[config.mk]
export PLATFORM = sky130hd
export DESIGN_NAME = linear_scan_register_assign_unit
export DESIGN_NICKNAME = d
export VERILOG_FILES = /design/src/rtl/core/lsra_pkg.sv /design/src/rtl/core/linear_scan_register_assign_unit.sv /design/src/rtl/core/lsra_ctrl.sv /design/src/rtl/core/lsra_dpath.sv
export VERILOG_INCLUDE_DIRS = /design/src /design/src/rtl/core
export SDC_FILE = /design/constraint.sdc
export NUM_CORES = 2
export LEC_CHECK = 0
export BUFFER_PORTS_ARGS = -buffer_cell sky130_fd_sc_hd__buf_2
export CORE_MARGIN = 2
export CORE_UTILIZATION = 28
export CTS_BUF_LIST = sky130_fd_sc_hd__clkbuf_8
export CTS_CLUSTER_DIAMETER = 60
export DETAILED_ROUTE_END_ITERATION = 7
export GPL_TIMING_DRIVEN = 1
export PLACE_DENSITY_LB_ADDON = 0.2
export SYNTH_ARGS = -nofsm -noshare
export SYNTH_HDL_FRONTEND = slang
export SYNTH_SLANG_ARGS = --single-unit
[constraint.sdc]
create_clock -name clk_i -period 12.5 [get_ports clk_i]
set_input_delay 1.875 -clock clk_i [delete_from_list [all_inputs] [get_ports clk_i]]
set_output_delay 1.875 -clock clk_i [all_outputs]
set_load 0.02 [all_outputs]
[src/rtl/core/linear_scan_register_assign_unit_assert.svh]
// assertion macros for the linear scan register assign unit
`ifndef LINEAR_SCAN_REGISTER_ASSIGN_UNIT_ASSERT_SVH
`define LINEAR_SCAN_REGISTER_ASSIGN_UNIT_ASSERT_SVH
`ifndef ASSERT_OFF
// property must hold at every clock edge outside reset
`define LSRA_ASSERT(name, clk, rst_n, prop, msg) \
  name: assert property (@(posedge clk) disable iff (!rst_n) prop) else $error(msg);
// condition must never be true outside reset
`define LSRA_ASSERT_NEVER(name, clk, rst_n, cond, msg) \
  name: assert property (@(posedge clk) disable iff (!rst_n) !(cond)) else $error(msg);
`else
`define LSRA_ASSERT(name, clk, rst_n, prop, msg)
`define LSRA_ASSERT_NEVER(name, clk, rst_n, cond, msg)
`endif
`endif

[src/rtl/core/lsra_pkg.sv]
// shared types and constants for the linear scan register assign unit
package lsra_pkg;

  // field widths of the input transaction
  localparam int unsigned TEMP_ID_W  = 16;
  localparam int unsigned POS_W      = 20;
  localparam int unsigned WCOUNT_W   = 32;
  localparam int unsigned ACOUNT_W   = 16;
  localparam int unsigned BCOUNT_W   = 12;

  // field widths of the output transaction
  localparam int unsigned REG_NUM_W  = 5;
  localparam int unsigned SPILL_W    = 16;
  localparam int unsigned MASK_W     = 10;

  // stream widths, padded to whole bytes
  localparam int unsigned IN_TDATA_W  = 120;
  localparam int unsigned OUT_TDATA_W = 56;

  // input bit offsets
  localparam int unsigned IN_NEWF_LSB  = 0;
  localparam int unsigned IN_ID_LSB    = 1;
  localparam int unsigned IN_START_LSB = 17;
  localparam int unsigned IN_END_LSB   = 37;
  localparam int unsigned IN_WCNT_LSB  = 57;
  localparam int unsigned IN_ACNT_LSB  = 89;
  localparam int unsigned IN_BCNT_LSB  = 105;
  localparam int unsigned IN_PARAM_LSB = 117;
  localparam int unsigned IN_CROSS_LSB = 118;
  localparam int unsigned IN_USED_W    = 119;

  // output packed width before padding
  localparam int unsigned OUT_USED_W = 49;

  // internal widths
  localparam int unsigned STAMP_W = 16;
  localparam int unsigned PRIO_W  = 36;

  // register numbering
  localparam int unsigned CALLER_REG   = 8;
  localparam int unsigned FIRST_CALLEE = 19;

  // controller to datapath commands
  typedef struct packed {
    logic load;
    logic expire;
    logic select;
    logic scan;
    logic commit;
  } lsra_cmd_t;

  // datapath to controller status
  typedef struct packed {
    logic free_found;
    logic scan_last;
  } lsra_sts_t;

endpackage

[src/rtl/core/linear_scan_register_assign_unit.sv]
// top level of the linear scan register assign unit
//
//   channel   direction  width  carries
//   s_axis    in         120    one live interval per transaction
//   m_axis    out        56     one assignment result per transaction
//
// an interval with a free register passes accept, expire, select and commit;
// with every legal slot busy the victim scan runs between select and commit,
// visiting CALLEE_REGS or CALLEE_REGS + 1 slots with the single shared
// victim comparator
// a new interval is taken once the previous one has committed; the result
// register holds while m_axis stalls, and commit waits only if it is still full
// reset clears slot occupancy, counters and the used mask; no clearing pass
module linear_scan_register_assign_unit import lsra_pkg::*; #(
  parameter int unsigned CALLEE_REGS = 10,
  parameter int unsigned POS_BITS    = 20,
  parameter int unsigned ID_BITS     = 16
) (
  input  logic                   clk_i,
  input  logic                   rst_ni,
  input  logic                   s_axis_tvalid,
  output logic                   s_axis_tready,
  // new_function, temp_id, start_pos, end_pos, weighted_count, access_count,
  // block_count, is_param, crosses_call, zero pad
  input  logic [IN_TDATA_W-1:0]  s_axis_tdata,
  output logic                   m_axis_tvalid,
  input  logic                   m_axis_tready,
  // granted, reg_num, evicted, evicted_temp, spill_total, callee_used_mask,
  // zero pad
  output logic [OUT_TDATA_W-1:0] m_axis_tdata
);

  `include "linear_scan_register_assign_unit_assert.svh"

  lsra_cmd_t cmd;
  lsra_sts_t sts;

  logic                 granted;
  logic [REG_NUM_W-1:0] reg_num;
  logic                 evicted;
  logic [TEMP_ID_W-1:0] evicted_temp;
  logic [SPILL_W-1:0]   spill_total;
  logic [MASK_W-1:0]    used_mask;

  lsra_ctrl u_ctrl (
    .clk_i     (clk_i),
    .rst_ni    (rst_ni),
    .s_valid_i (s_axis_tvalid),
    .s_ready_o (s_axis_tready),
    .m_valid_o (m_axis_tvalid),
    .m_ready_i (m_axis_tready),
    .cmd_o     (cmd),
    .sts_i     (sts)
  );

  // field slicing of the input transaction
  lsra_dpath #(
    .CALLEE_REGS (CALLEE_REGS),
    .POS_BITS    (POS_BITS),
    .ID_BITS     (ID_BITS)
  ) u_dpath (
    .clk_i              (clk_i),
    .rst_ni             (rst_ni),
    .cmd_i              (cmd),
    .sts_o              (sts),
    .new_function_i     (s_axis_tdata[IN_NEWF_LSB]),
    .temp_id_i          (s_axis_tdata[IN_ID_LSB +: TEMP_ID_W]),
    .start_pos_i        (s_axis_tdata[IN_START_LSB +: POS_W]),
    .end_pos_i          (s_axis_tdata[IN_END_LSB +: POS_W]),
    .weighted_count_i   (s_axis_tdata[IN_WCNT_LSB +: WCOUNT_W]),
    .access_count_i     (s_axis_tdata[IN_ACNT_LSB +: ACOUNT_W]),
    .block_count_i      (s_axis_tdata[IN_BCNT_LSB +: BCOUNT_W]),
    .is_param_i         (s_axis_tdata[IN_PARAM_LSB]),
    .crosses_call_i     (s_axis_tdata[IN_CROSS_LSB]),
    .granted_o          (granted),
    .reg_num_o          (reg_num),
    .evicted_o          (evicted),
    .evicted_temp_o     (evicted_temp),
    .spill_total_o      (spill_total),
    .callee_used_mask_o (used_mask)
  );

  // pack result fields, lowest first, pad to bytes
  assign m_axis_tdata = {{(OUT_TDATA_W - OUT_USED_W){1'b0}}, used_mask, spill_total,
                         evicted_temp, evicted, reg_num, granted};

  // an accepted interval keeps the input closed for at least the next cycle
  `LSRA_ASSERT(a_busy_after_accept, clk_i, rst_ni,
               (s_axis_tvalid && s_axis_tready) |=> !s_axis_tready, "input reopened too early")

  // an eviction always hands over a register
  `LSRA_ASSERT_NEVER(a_evict_without_grant, clk_i, rst_ni,
                     m_axis_tvalid && evicted && !granted, "eviction without grant")

  // a spilled interval reports register zero
  `LSRA_ASSERT_NEVER(a_spill_reg_zero, clk_i, rst_ni,
                     m_axis_tvalid && !granted && (reg_num != '0), "spill with register number")

  // a fresh result appears only as the controller returns to accept
  `LSRA_ASSERT(a_result_then_ready, clk_i, rst_ni,
               $rose(m_axis_tvalid) |-> s_axis_tready, "result without return to idle")

endmodule

[src/rtl/core/lsra_ctrl.sv]
// controller state machine of the linear scan register assign unit
module lsra_ctrl import lsra_pkg::*; (
  input  logic      clk_i,
  input  logic      rst_ni,
  input  logic      s_valid_i,
  output logic      s_ready_o,
  output logic      m_valid_o,
  input  logic      m_ready_i,
  output lsra_cmd_t cmd_o,
  input  lsra_sts_t sts_i
);

  typedef enum logic [4:0] {
    ST_IDLE   = 5'b00001,
    ST_EXPIRE = 5'b00010,
    ST_SELECT = 5'b00100,
    ST_SCAN   = 5'b01000,
    ST_COMMIT = 5'b10000
  } lsra_state_e;

  lsra_state_e state_q, state_d;
  logic        out_valid_q, out_valid_d;
  logic        out_free;

  assign out_free  = !out_valid_q || m_ready_i;
  assign s_ready_o = (state_q == ST_IDLE);
  assign m_valid_o = out_valid_q;

  always_comb begin
    cmd_o        = '0;
    cmd_o.load   = (state_q == ST_IDLE) && s_valid_i;
    cmd_o.expire = (state_q == ST_EXPIRE);
    cmd_o.select = (state_q == ST_SELECT);
    cmd_o.scan   = (state_q == ST_SCAN);
    cmd_o.commit = (state_q == ST_COMMIT) && out_free;
  end

  always_comb begin
    state_d = state_q;
    case (state_q)
      ST_IDLE:   if (s_valid_i) state_d = ST_EXPIRE;
      ST_EXPIRE: state_d = ST_SELECT;
      ST_SELECT: state_d = sts_i.free_found ? ST_COMMIT : ST_SCAN;
      ST_SCAN:   if (sts_i.scan_last) state_d = ST_COMMIT;
      ST_COMMIT: if (out_free) state_d = ST_IDLE;
      default:   state_d = ST_IDLE;
    endcase
  end

  always_comb begin
    out_valid_d = out_valid_q && !m_ready_i;
    if (cmd_o.commit) out_valid_d = 1'b1;
  end

  always_ff @(posedge clk_i or negedge rst_ni) begin
    if (!rst_ni) begin
      state_q     <= ST_IDLE;
      out_valid_q <= 1'b0;
    end else begin
      state_q     <= state_d;
      out_valid_q <= out_valid_d;
    end
  end

endmodule

[src/rtl/core/lsra_dpath.sv]
// slot file, free search, victim scan and result registers
module lsra_dpath import lsra_pkg::*; #(
  parameter int unsigned CALLEE_REGS = 10,
  parameter int unsigned POS_BITS    = 20,
  parameter int unsigned ID_BITS     = 16
) (
  input  logic                 clk_i,
  input  logic                 rst_ni,
  input  lsra_cmd_t            cmd_i,
  output lsra_sts_t            sts_o,
  input  logic                 new_function_i,
  input  logic [TEMP_ID_W-1:0] temp_id_i,
  input  logic [POS_W-1:0]     start_pos_i,
  input  logic [POS_W-1:0]     end_pos_i,
  input  logic [WCOUNT_W-1:0]  weighted_count_i,
  input  logic [ACOUNT_W-1:0]  access_count_i,
  input  logic [BCOUNT_W-1:0]  block_count_i,
  input  logic                 is_param_i,
  input  logic                 crosses_call_i,
  output logic                 granted_o,
  output logic [REG_NUM_W-1:0] reg_num_o,
  output logic                 evicted_o,
  output logic [TEMP_ID_W-1:0] evicted_temp_o,
  output logic [SPILL_W-1:0]   spill_total_o,
  output logic [MASK_W-1:0]    callee_used_mask_o
);

  localparam int unsigned NSLOT  = CALLEE_REGS + 1;
  localparam int unsigned SLOT_W = $clog2(NSLOT);

  // slot file
  logic [NSLOT-1:0]    busy_q;
  logic [POS_BITS-1:0] slot_end_q   [NSLOT];
  logic [PRIO_W-1:0]   slot_prio_q  [NSLOT];
  logic [ID_BITS-1:0]  slot_id_q    [NSLOT];
  logic [STAMP_W-1:0]  slot_stamp_q [NSLOT];

  logic [STAMP_W-1:0]     stamp_q;
  logic [SPILL_W-1:0]     spill_q, spill_d;
  logic [CALLEE_REGS-1:0] mask_q, mask_d;

  // current interval
  logic [ID_BITS-1:0]  id_q;
  logic [POS_BITS-1:0] start_q, end_q;
  logic [WCOUNT_W-1:0] wcnt_q;
  logic [ACOUNT_W-1:0] acnt_q;
  logic [BCOUNT_W-1:0] bcnt_q;
  logic                param_q, cross_q;
  logic [PRIO_W-1:0]   prio_q;

  // free slot and victim tracking
  logic              sel_found_q;
  logic [SLOT_W-1:0] sel_q;
  logic [SLOT_W-1:0] scan_idx_q;
  logic              vic_valid_q;
  logic [SLOT_W-1:0] vic_idx_q;
  logic [PRIO_W-1:0] vic_prio_q;
  logic [POS_BITS-1:0] vic_end_q;
  logic [STAMP_W-1:0]  vic_stamp_q;

  logic              free_found;
  logic [SLOT_W-1:0] free_idx;
  logic              better;
  logic              victim_ok, have_sel, do_evict;
  logic [SLOT_W-1:0] sel_fin;
  logic [CALLEE_REGS-1:0] sel_bit;
  logic [REG_NUM_W-1:0]   reg_num;

  // lowest free slot, x8 first when allowed
  always_comb begin
    free_found = 1'b0;
    free_idx   = '0;
    for (int s = NSLOT - 1; s >= 1; s--) begin
      if (!busy_q[s]) begin
        free_found = 1'b1;
        free_idx   = SLOT_W'(s);
      end
    end
    if (!cross_q && !busy_q[0]) begin
      free_found = 1'b1;
      free_idx   = '0;
    end
  end

  // one slot per cycle against the best victim so far
  always_comb begin
    better = !vic_valid_q ||
             (slot_prio_q[scan_idx_q] < vic_prio_q) ||
             ((slot_prio_q[scan_idx_q] == vic_prio_q) &&
              ((slot_end_q[scan_idx_q] > vic_end_q) ||
               ((slot_end_q[scan_idx_q] == vic_end_q) &&
                (slot_stamp_q[scan_idx_q] < vic_stamp_q))));
  end

  assign sts_o.free_found = free_found;
  assign sts_o.scan_last  = (scan_idx_q == SLOT_W'(NSLOT - 1));

  // final decision
  assign victim_ok = vic_valid_q && (vic_prio_q < prio_q);
  assign have_sel  = sel_found_q || victim_ok;
  assign do_evict  = !sel_found_q && victim_ok;
  assign sel_fin   = sel_found_q ? sel_q : vic_idx_q;

  always_comb begin
    for (int i = 0; i < CALLEE_REGS; i++) begin
      sel_bit[i] = have_sel && (sel_fin == SLOT_W'(i + 1));
    end
  end

  always_comb begin
    if (!have_sel) begin
      reg_num = '0;
    end else if (sel_fin == '0) begin
      reg_num = REG_NUM_W'(CALLER_REG);
    end else begin
      reg_num = REG_NUM_W'(FIRST_CALLEE - 1 + 32'(sel_fin));
    end
  end

  always_comb begin
    spill_d = spill_q;
    if ((do_evict || !have_sel) && (spill_q != '1)) spill_d = spill_q + 1'b1;
    mask_d = mask_q | sel_bit;
  end

  // control state of the slot file
  always_ff @(posedge clk_i or negedge rst_ni) begin
    if (!rst_ni) begin
      busy_q  <= '0;
      stamp_q <= '0;
      spill_q <= '0;
      mask_q  <= '0;
    end else if (cmd_i.load && new_function_i) begin
      busy_q  <= '0;
      stamp_q <= '0;
      spill_q <= '0;
      mask_q  <= '0;
    end else if (cmd_i.expire) begin
      for (int s = 0; s < NSLOT; s++) begin
        if (slot_end_q[s] < start_q) busy_q[s] <= 1'b0;
      end
    end else if (cmd_i.commit) begin
      spill_q <= spill_d;
      mask_q  <= mask_d;
      if (have_sel) begin
        busy_q[sel_fin] <= 1'b1;
        stamp_q         <= stamp_q + 1'b1;
      end
    end
  end

  // payload registers
  always_ff @(posedge clk_i) begin
    if (cmd_i.load) begin
      id_q    <= ID_BITS'(temp_id_i);
      start_q <= POS_BITS'(start_pos_i);
      end_q   <= POS_BITS'(end_pos_i);
      wcnt_q  <= weighted_count_i;
      acnt_q  <= access_count_i;
      bcnt_q  <= block_count_i;
      param_q <= is_param_i;
      cross_q <= crosses_call_i;
    end
    if (cmd_i.expire) begin
      prio_q <= (PRIO_W'(wcnt_q) << 3) + (PRIO_W'(acnt_q) << 1) +
                (PRIO_W'(bcnt_q) << 4) + (PRIO_W'(param_q) << 3);
    end
    if (cmd_i.select) begin
      sel_found_q <= free_found;
      sel_q       <= free_idx;
      scan_idx_q  <= cross_q ? SLOT_W'(1) : '0;
      vic_valid_q <= 1'b0;
      vic_idx_q   <= '0;
    end
    if (cmd_i.scan) begin
      scan_idx_q <= scan_idx_q + 1'b1;
      if (busy_q[scan_idx_q] && better) begin
        vic_valid_q <= 1'b1;
        vic_idx_q   <= scan_idx_q;
        vic_prio_q  <= slot_prio_q[scan_idx_q];
        vic_end_q   <= slot_end_q[scan_idx_q];
        vic_stamp_q <= slot_stamp_q[scan_idx_q];
      end
    end
    if (cmd_i.commit) begin
      if (have_sel) begin
        slot_end_q[sel_fin]   <= end_q;
        slot_prio_q[sel_fin]  <= prio_q;
        slot_id_q[sel_fin]    <= id_q;
        slot_stamp_q[sel_fin] <= stamp_q;
      end
      granted_o          <= have_sel;
      reg_num_o          <= reg_num;
      evicted_o          <= do_evict;
      evicted_temp_o     <= do_evict ? TEMP_ID_W'(slot_id_q[vic_idx_q]) : '0;
      spill_total_o      <= spill_d;
      callee_used_mask_o <= MASK_W'(mask_d);
    end
  end

endmodule

* After elaboration in Yosys (flattened, before gate mapping) *
Memories as Yosys holds them, arrays and structs flattened. A register that Yosys moved wholly into a read port is not among the register bits.
Cells that the tools add are included.

word-level totals
  memories = 4
  output and inout port bits = 58
  memory bits (writable) = 968
  input port bits = 124
  flip-flop bits (word level) = 332
  logic and storage cells = 250

operators by class
  order comparisons = 18
  add/sub/neg operators = 7
  bitwise operators = 10
  reductions and logical operators = 61
  mux-type cells = 74
  eq/ne operators = 34

memories
  memory                depth  width  rd ports  clocked after Yosys merged registers in  write ports  RTL line          text
  u_dpath.slot_prio_q   11     36     1         1                                        1            lsra_dpath.sv:34  logic [PRIO_W-1:0] slot_prio_q [NSLOT];
  u_dpath.slot_end_q    11     20     12        1                                        1            lsra_dpath.sv:33  logic [POS_BITS-1:0] slot_end_q [NSLOT];
  u_dpath.slot_id_q     11     16     1         1                                        1            lsra_dpath.sv:35  logic [ID_BITS-1:0] slot_id_q [NSLOT];
  u_dpath.slot_stamp_q  11     16     1         1                                        1            lsra_dpath.sv:36  logic [STAMP_W-1:0] slot_stamp_q [NSLOT];

operators with widths
  cell                                                    number
  < comparator 20 bit                                     11
  2-to-1 mux 16 bit                                       8
  < comparator 36 bit                                     2
  2-to-1 mux 4 bit                                        13
  2-to-1 mux 11 bit                                       4
  AND reduction 3 bit                                     13
  adder 35 x 17 -> 36 bit                                 1
  adder 36 x 16 -> 36 bit                                 1
  adder 36 x 4 -> 36 bit                                  1
  == test 36 bit                                          1
  2-to-1 mux 1 bit                                        33
  inequality test 3 x 1 -> 1 bit (second input constant)  11
  adder 16 x 1 -> 16 bit (second input constant)          2
  2-to-1 mux 10 bit                                       3
  case mux 5 bit (5 select lines)                         1
  logical AND 1 bit                                       22
  == test 20 bit                                          1
  > comparator 20 bit                                     1
  2-to-1 mux 5 bit                                        4
  == test 4 x 3 -> 1 bit (second input constant)          4
  == test 4 bit (second input constant)                   4
  < comparator 16 bit                                     1
  inequality test 16 bit (second input constant)          1
  2-to-1 mux 3 bit                                        4
  28 further kinds                                        57

* Depth between registers and ports, before layout *
  word-level depth = 13
  depth in mapped cells = 16
  mapped depth without buffers = 14

* Hierarchy *
Synthesis repeated with hierarchy kept, for this count alone.

second synthesis, totals
  cell total of the unflattened synthesis = 3,528
  area, all modules = 60,767.0 um^2

by module, submodules not included
  module                            instances  area each (um^2)  cells each  sequential area each (um^2)
  lsra_dpath                        1          60,340.4          3,481       41,715.0
  lsra_ctrl                         1          355.3             37          151.4
  linear_scan_register_assign_unit  1          71.3              10          0.0

* Worst setup path after synthesis *
OpenSTA, ideal clock, no wires.

  kind = register to register
  start point = register with a tool-made name
  end point = register u_dpath.vic_end_q[0] (read register of u_dpath.slot_end_q) (enable)
  buffers on the path = 3
  data required time = 11.956 ns
  slack = 3.921 ns
  arrival time = 8.035 ns
  clock period less this slack = 8.579 ns
  setup time = 0.544 ns
  cell stages (with the launch flop) = 14
  cell sequence = dfxtp_1 > buf_6 > clkbuf_1 > buf_1 > mux4_2 > mux4_2 > ha_1 > a2111oi_0 > o31a_1 > o21ai_0 > a31oi_1 > a31oi_1 > or4_4 > a31oi_1

RTL lines
  element        RTL line          text
  end, declared  lsra_dpath.sv:58  logic [POS_BITS-1:0] vic_end_q;

==> flow_summary.toml <==
[run_status]
status = "completed"

[critical_path]
cp.required_ps = 13070
crit_buf_inv = 3
r2r_cells = 11
critical_path.top_delay_family = "buffers and inverters"
slowest_stage = "buf_4"
cp.depth = 11
worstSetupPathType = "flip-flop to flip-flop"
cp_max_fo = 57
cp-end-kind = "flip-flop"
cp-start-kind = "flip-flop"
timing.rr.end = "u_dpath.vic_prio_q[28]"
cp_common_cell = "buf_4"
critPathArrivalTime_ps = 7690
max_stage_delay_ps = 830
worst-r2r-setup-slack_ps = 5380
crit_path_cell_trace = "buf_4, buf_4, mux4_2, mux4_2, ha_1, nand4_1, o21ai_0, a211oi_1, or4_4, a31oi_4, buf_4"
cp-endpoint = "u_dpath.vic_prio_q[28]"

[placement]
hpwl_um = 92300
dpl_cell_area_um2 = 65000
port_buffers = 173
place_congestion = 0.798
post-place-ws_ps = 5310

[global_routing]
antenna_found_initial = 4
grt-busiest-layer = "met2"
grt_use_met3 = 0.0265
grt_overflow = 0
grtUsageMet2 = 0.227
grt_pass1_wl_um = 232000
grt_use_total = 0.144
grt_max_degree = 90
grt_pass1_vias = 33300
use_met1 = 0.205

[sta]
min_period_ps = 7120
max_freq_mhz = 140
maxSlewHeadroom = 0.258
skew_ps = 71.3
finalCritPeriodShare = 0.569
finalSetupViolations = 0
worst_slack_ps = 5380
hold_ws_ps = 422
worst_pin_slew_ps = 1100
final-max-slew-violation-count = 0
finalSetupTns_ps = 0
hold_violations = 0
grt_setup_unrepaired = "false"

[cts]
ctsHoldBuffers = 0
cts_setup_buffers = 0
cts_root_buffer = "clkbuf_8"
cts_sinks = 1407
cts_buffers = 280
clkSlewWorstSetupHoldPaths_ps = 60
cts.repair.resized = 0
htreeDepth = 5
cts_buffer_depth = 4
cts_tree = "built"
clk_latency_ps = 1000

[power_and_ir_drop]
p_leak_nw = 25.0
ir_drop_mv = 0.110
power.density_nw_per_um2 = 168

[logic_synthesis]
syn_avg_cell_area_um2 = 18.2
synth-seq-cells = 1407
synth_commonest_cells = "edfxtp_1 (1339), ha_1 (333), mux4_2 (301), inv_1 (155), a21oi_1 (103)"
synth_area_leaders = "edfxtp_1 (67%), mux4_2 (11%), ha_1 (6.9%)"
synth_cells = 3311
post-synth-top-area-fraction = 0.665
synth_flop_cell = "edfxtp_1"
async_reset_ff_frac = 0.0419
synth-seq-area-share = 0.693
synthDistinctLibCells = 69
synth-edff-count = 1339
yosysTopAreaCell = "edfxtp_1"
synth.most_common_cell = "edfxtp_1"
netlist_area_um2 = 60400
synth.yosys.warnings = 0

[die]
die_x_um = 469
core_area_um2 = 215000
io_pins = 182
rows = 170
die_height_um = 469
initial_core_util = 0.282
dieArea_um2 = 220000

[route]
drt-vias-per-instance = 4.70
drc = 0
detailedRoute.firstIterationViolations = 2301
drt_first_pass_iters = 7
vias = 31700
avgRoutedWirePerCell_um = 23.6
ant_nets = 0
wl_um = 159000

[final_layout]
fill_cells = 20600
design_area_um2 = 70000
areaGrowthSynthToFinish_pct = 15.9
drive_above_1_share = 0.248
fin_nets = 4184

[min_path]
hp-class = "flip-flop to flip-flop"

[flow_run]
cap_violations = 0
-- power by group --
part           internal (mW)  switching (mW)  total [mW]
clock network           2.31            1.99        4.29
registers               5.52           0.273        5.79
logic                  0.695           0.976        1.67
total                   8.52            3.24        11.8
-- cell type report --
type	instances	area [µm²]	share of cell area
well taps	2838	3550	0.0507
inverters	156	588	0.00840
diodes	1	2.50	0.0000357
clock inverters	184	996	0.0142
flip-flops and latches	1407	41900	0.598
multi-input cells	1644	17700	0.252
repair buffers	224	1360	0.0195
clock buffers	290	3990	0.0570
-- placed cells by master, fill, tap and decap left out, drive strengths merged, types with 20 or more instances in the layout --
cell	netlist	final
xor2	35	35
clkbuf	74	290
nand2b	26	26
nand3	51	51
nand2	93	93
o21ai	92	92
ha	333	333
edfxtp	1339	1339
nand4	47	47
dfrtp	58	58
buf	36	224
clkinv	1	85
mux2	72	72
nor2b	44	44
mux4	301	301
a21o	82	82
and3	20	20
nor2	98	98
inv	155	240
a21oi	103	103
-- per-layer routing --
layer / up-vias / wire length, µm
met3: 246 / 6720
met2: 720 / 74100
met1: 16600 / 75200
li1: 14200 / -
met5: - / 21
met4: 4 / 3190
-- worst min-delay path by stage --
stage,start,end,slack (ps),cells after the start
after CTS,u_dpath.acnt_q[1],u_dpath.prio_q[2],430,0
after detailed placement,u_dpath.acnt_q[1],u_dpath.prio_q[2],410,0
after floorplan,u_dpath.acnt_q[0],u_dpath.prio_q[1],400,0
after global placement,u_dpath.acnt_q[1],u_dpath.prio_q[2],420,0
final,u_dpath.acnt_q[1],u_dpath.prio_q[2],420,0
after global routing,u_dpath.acnt_q[1],u_dpath.prio_q[2],440,0
-- per-stage QoR --
| step | cells | total power [mW] | util |
|---|---|---|---|
| 6_report | 6744 | 11.8 | 0.326 |
| 5_1_grt | 6744 | 12.4 | 0.326 |
| 4_1_cts | 6743 | 12.0 | 0.326 |
| 3_5_place_dp | 6269 | 7.60 | 0.303 |
| 3_3_place_gp | 6269 | 7.59 | 0.303 |
| 2_1_floorplan | 3317 | 6.92 | - |
-- flip-flops by register name, summed over array words and instances (netlist names), 11 cells and up, named ones only --
signal                  count
u_dpath.slot_id_q         176
u_dpath.slot_end_q        320
u_dpath.vic_prio_q         35
u_dpath.vic_stamp_q        16
u_dpath.end_q              20
u_dpath.busy_q             11
u_dpath.bcnt_q             12
u_dpath.acnt_q             16
u_dpath.spill_q            16
u_dpath.slot_prio_q       385
u_dpath.spill_total_o      16
u_dpath.id_q               16
u_dpath.start_q            20
u_dpath.wcnt_q             32
u_dpath.slot_stamp_q      176
u_dpath.vic_end_q          20
u_dpath.stamp_q            16
u_dpath.evicted_temp_o     16
u_dpath.prio_q             35
-- worst reg2reg max path, stage by stage, from the launching register on --
cell	delay [ps]
dfxtp_4	650
buf_4	450
buf_4	840
mux4_2	560
mux4_2	530
ha_1	330
nand4_1	250
o21ai_0	560
a211oi_1	230
or4_4	620
a31oi_4	790
buf_4	820
-- logic make-up (layout without fill, tap and decap cells) --
logic type                 Yosys count  in the layout  share of synthesized area
other                                1              8                  0.0000621
adders and majority gates          347            347                     0.0736
xor gates and xnor gates            54             54                    0.00783
AOI/OAI and AO/OA                  416            416                     0.0444
and+or+nand+nor                    439            439                     0.0369
buffers and inverters              266            854                     0.0173
muxes                              381            381                      0.127
DFF                               1407           1407                      0.693
Power figures use the tool's default switching activity.
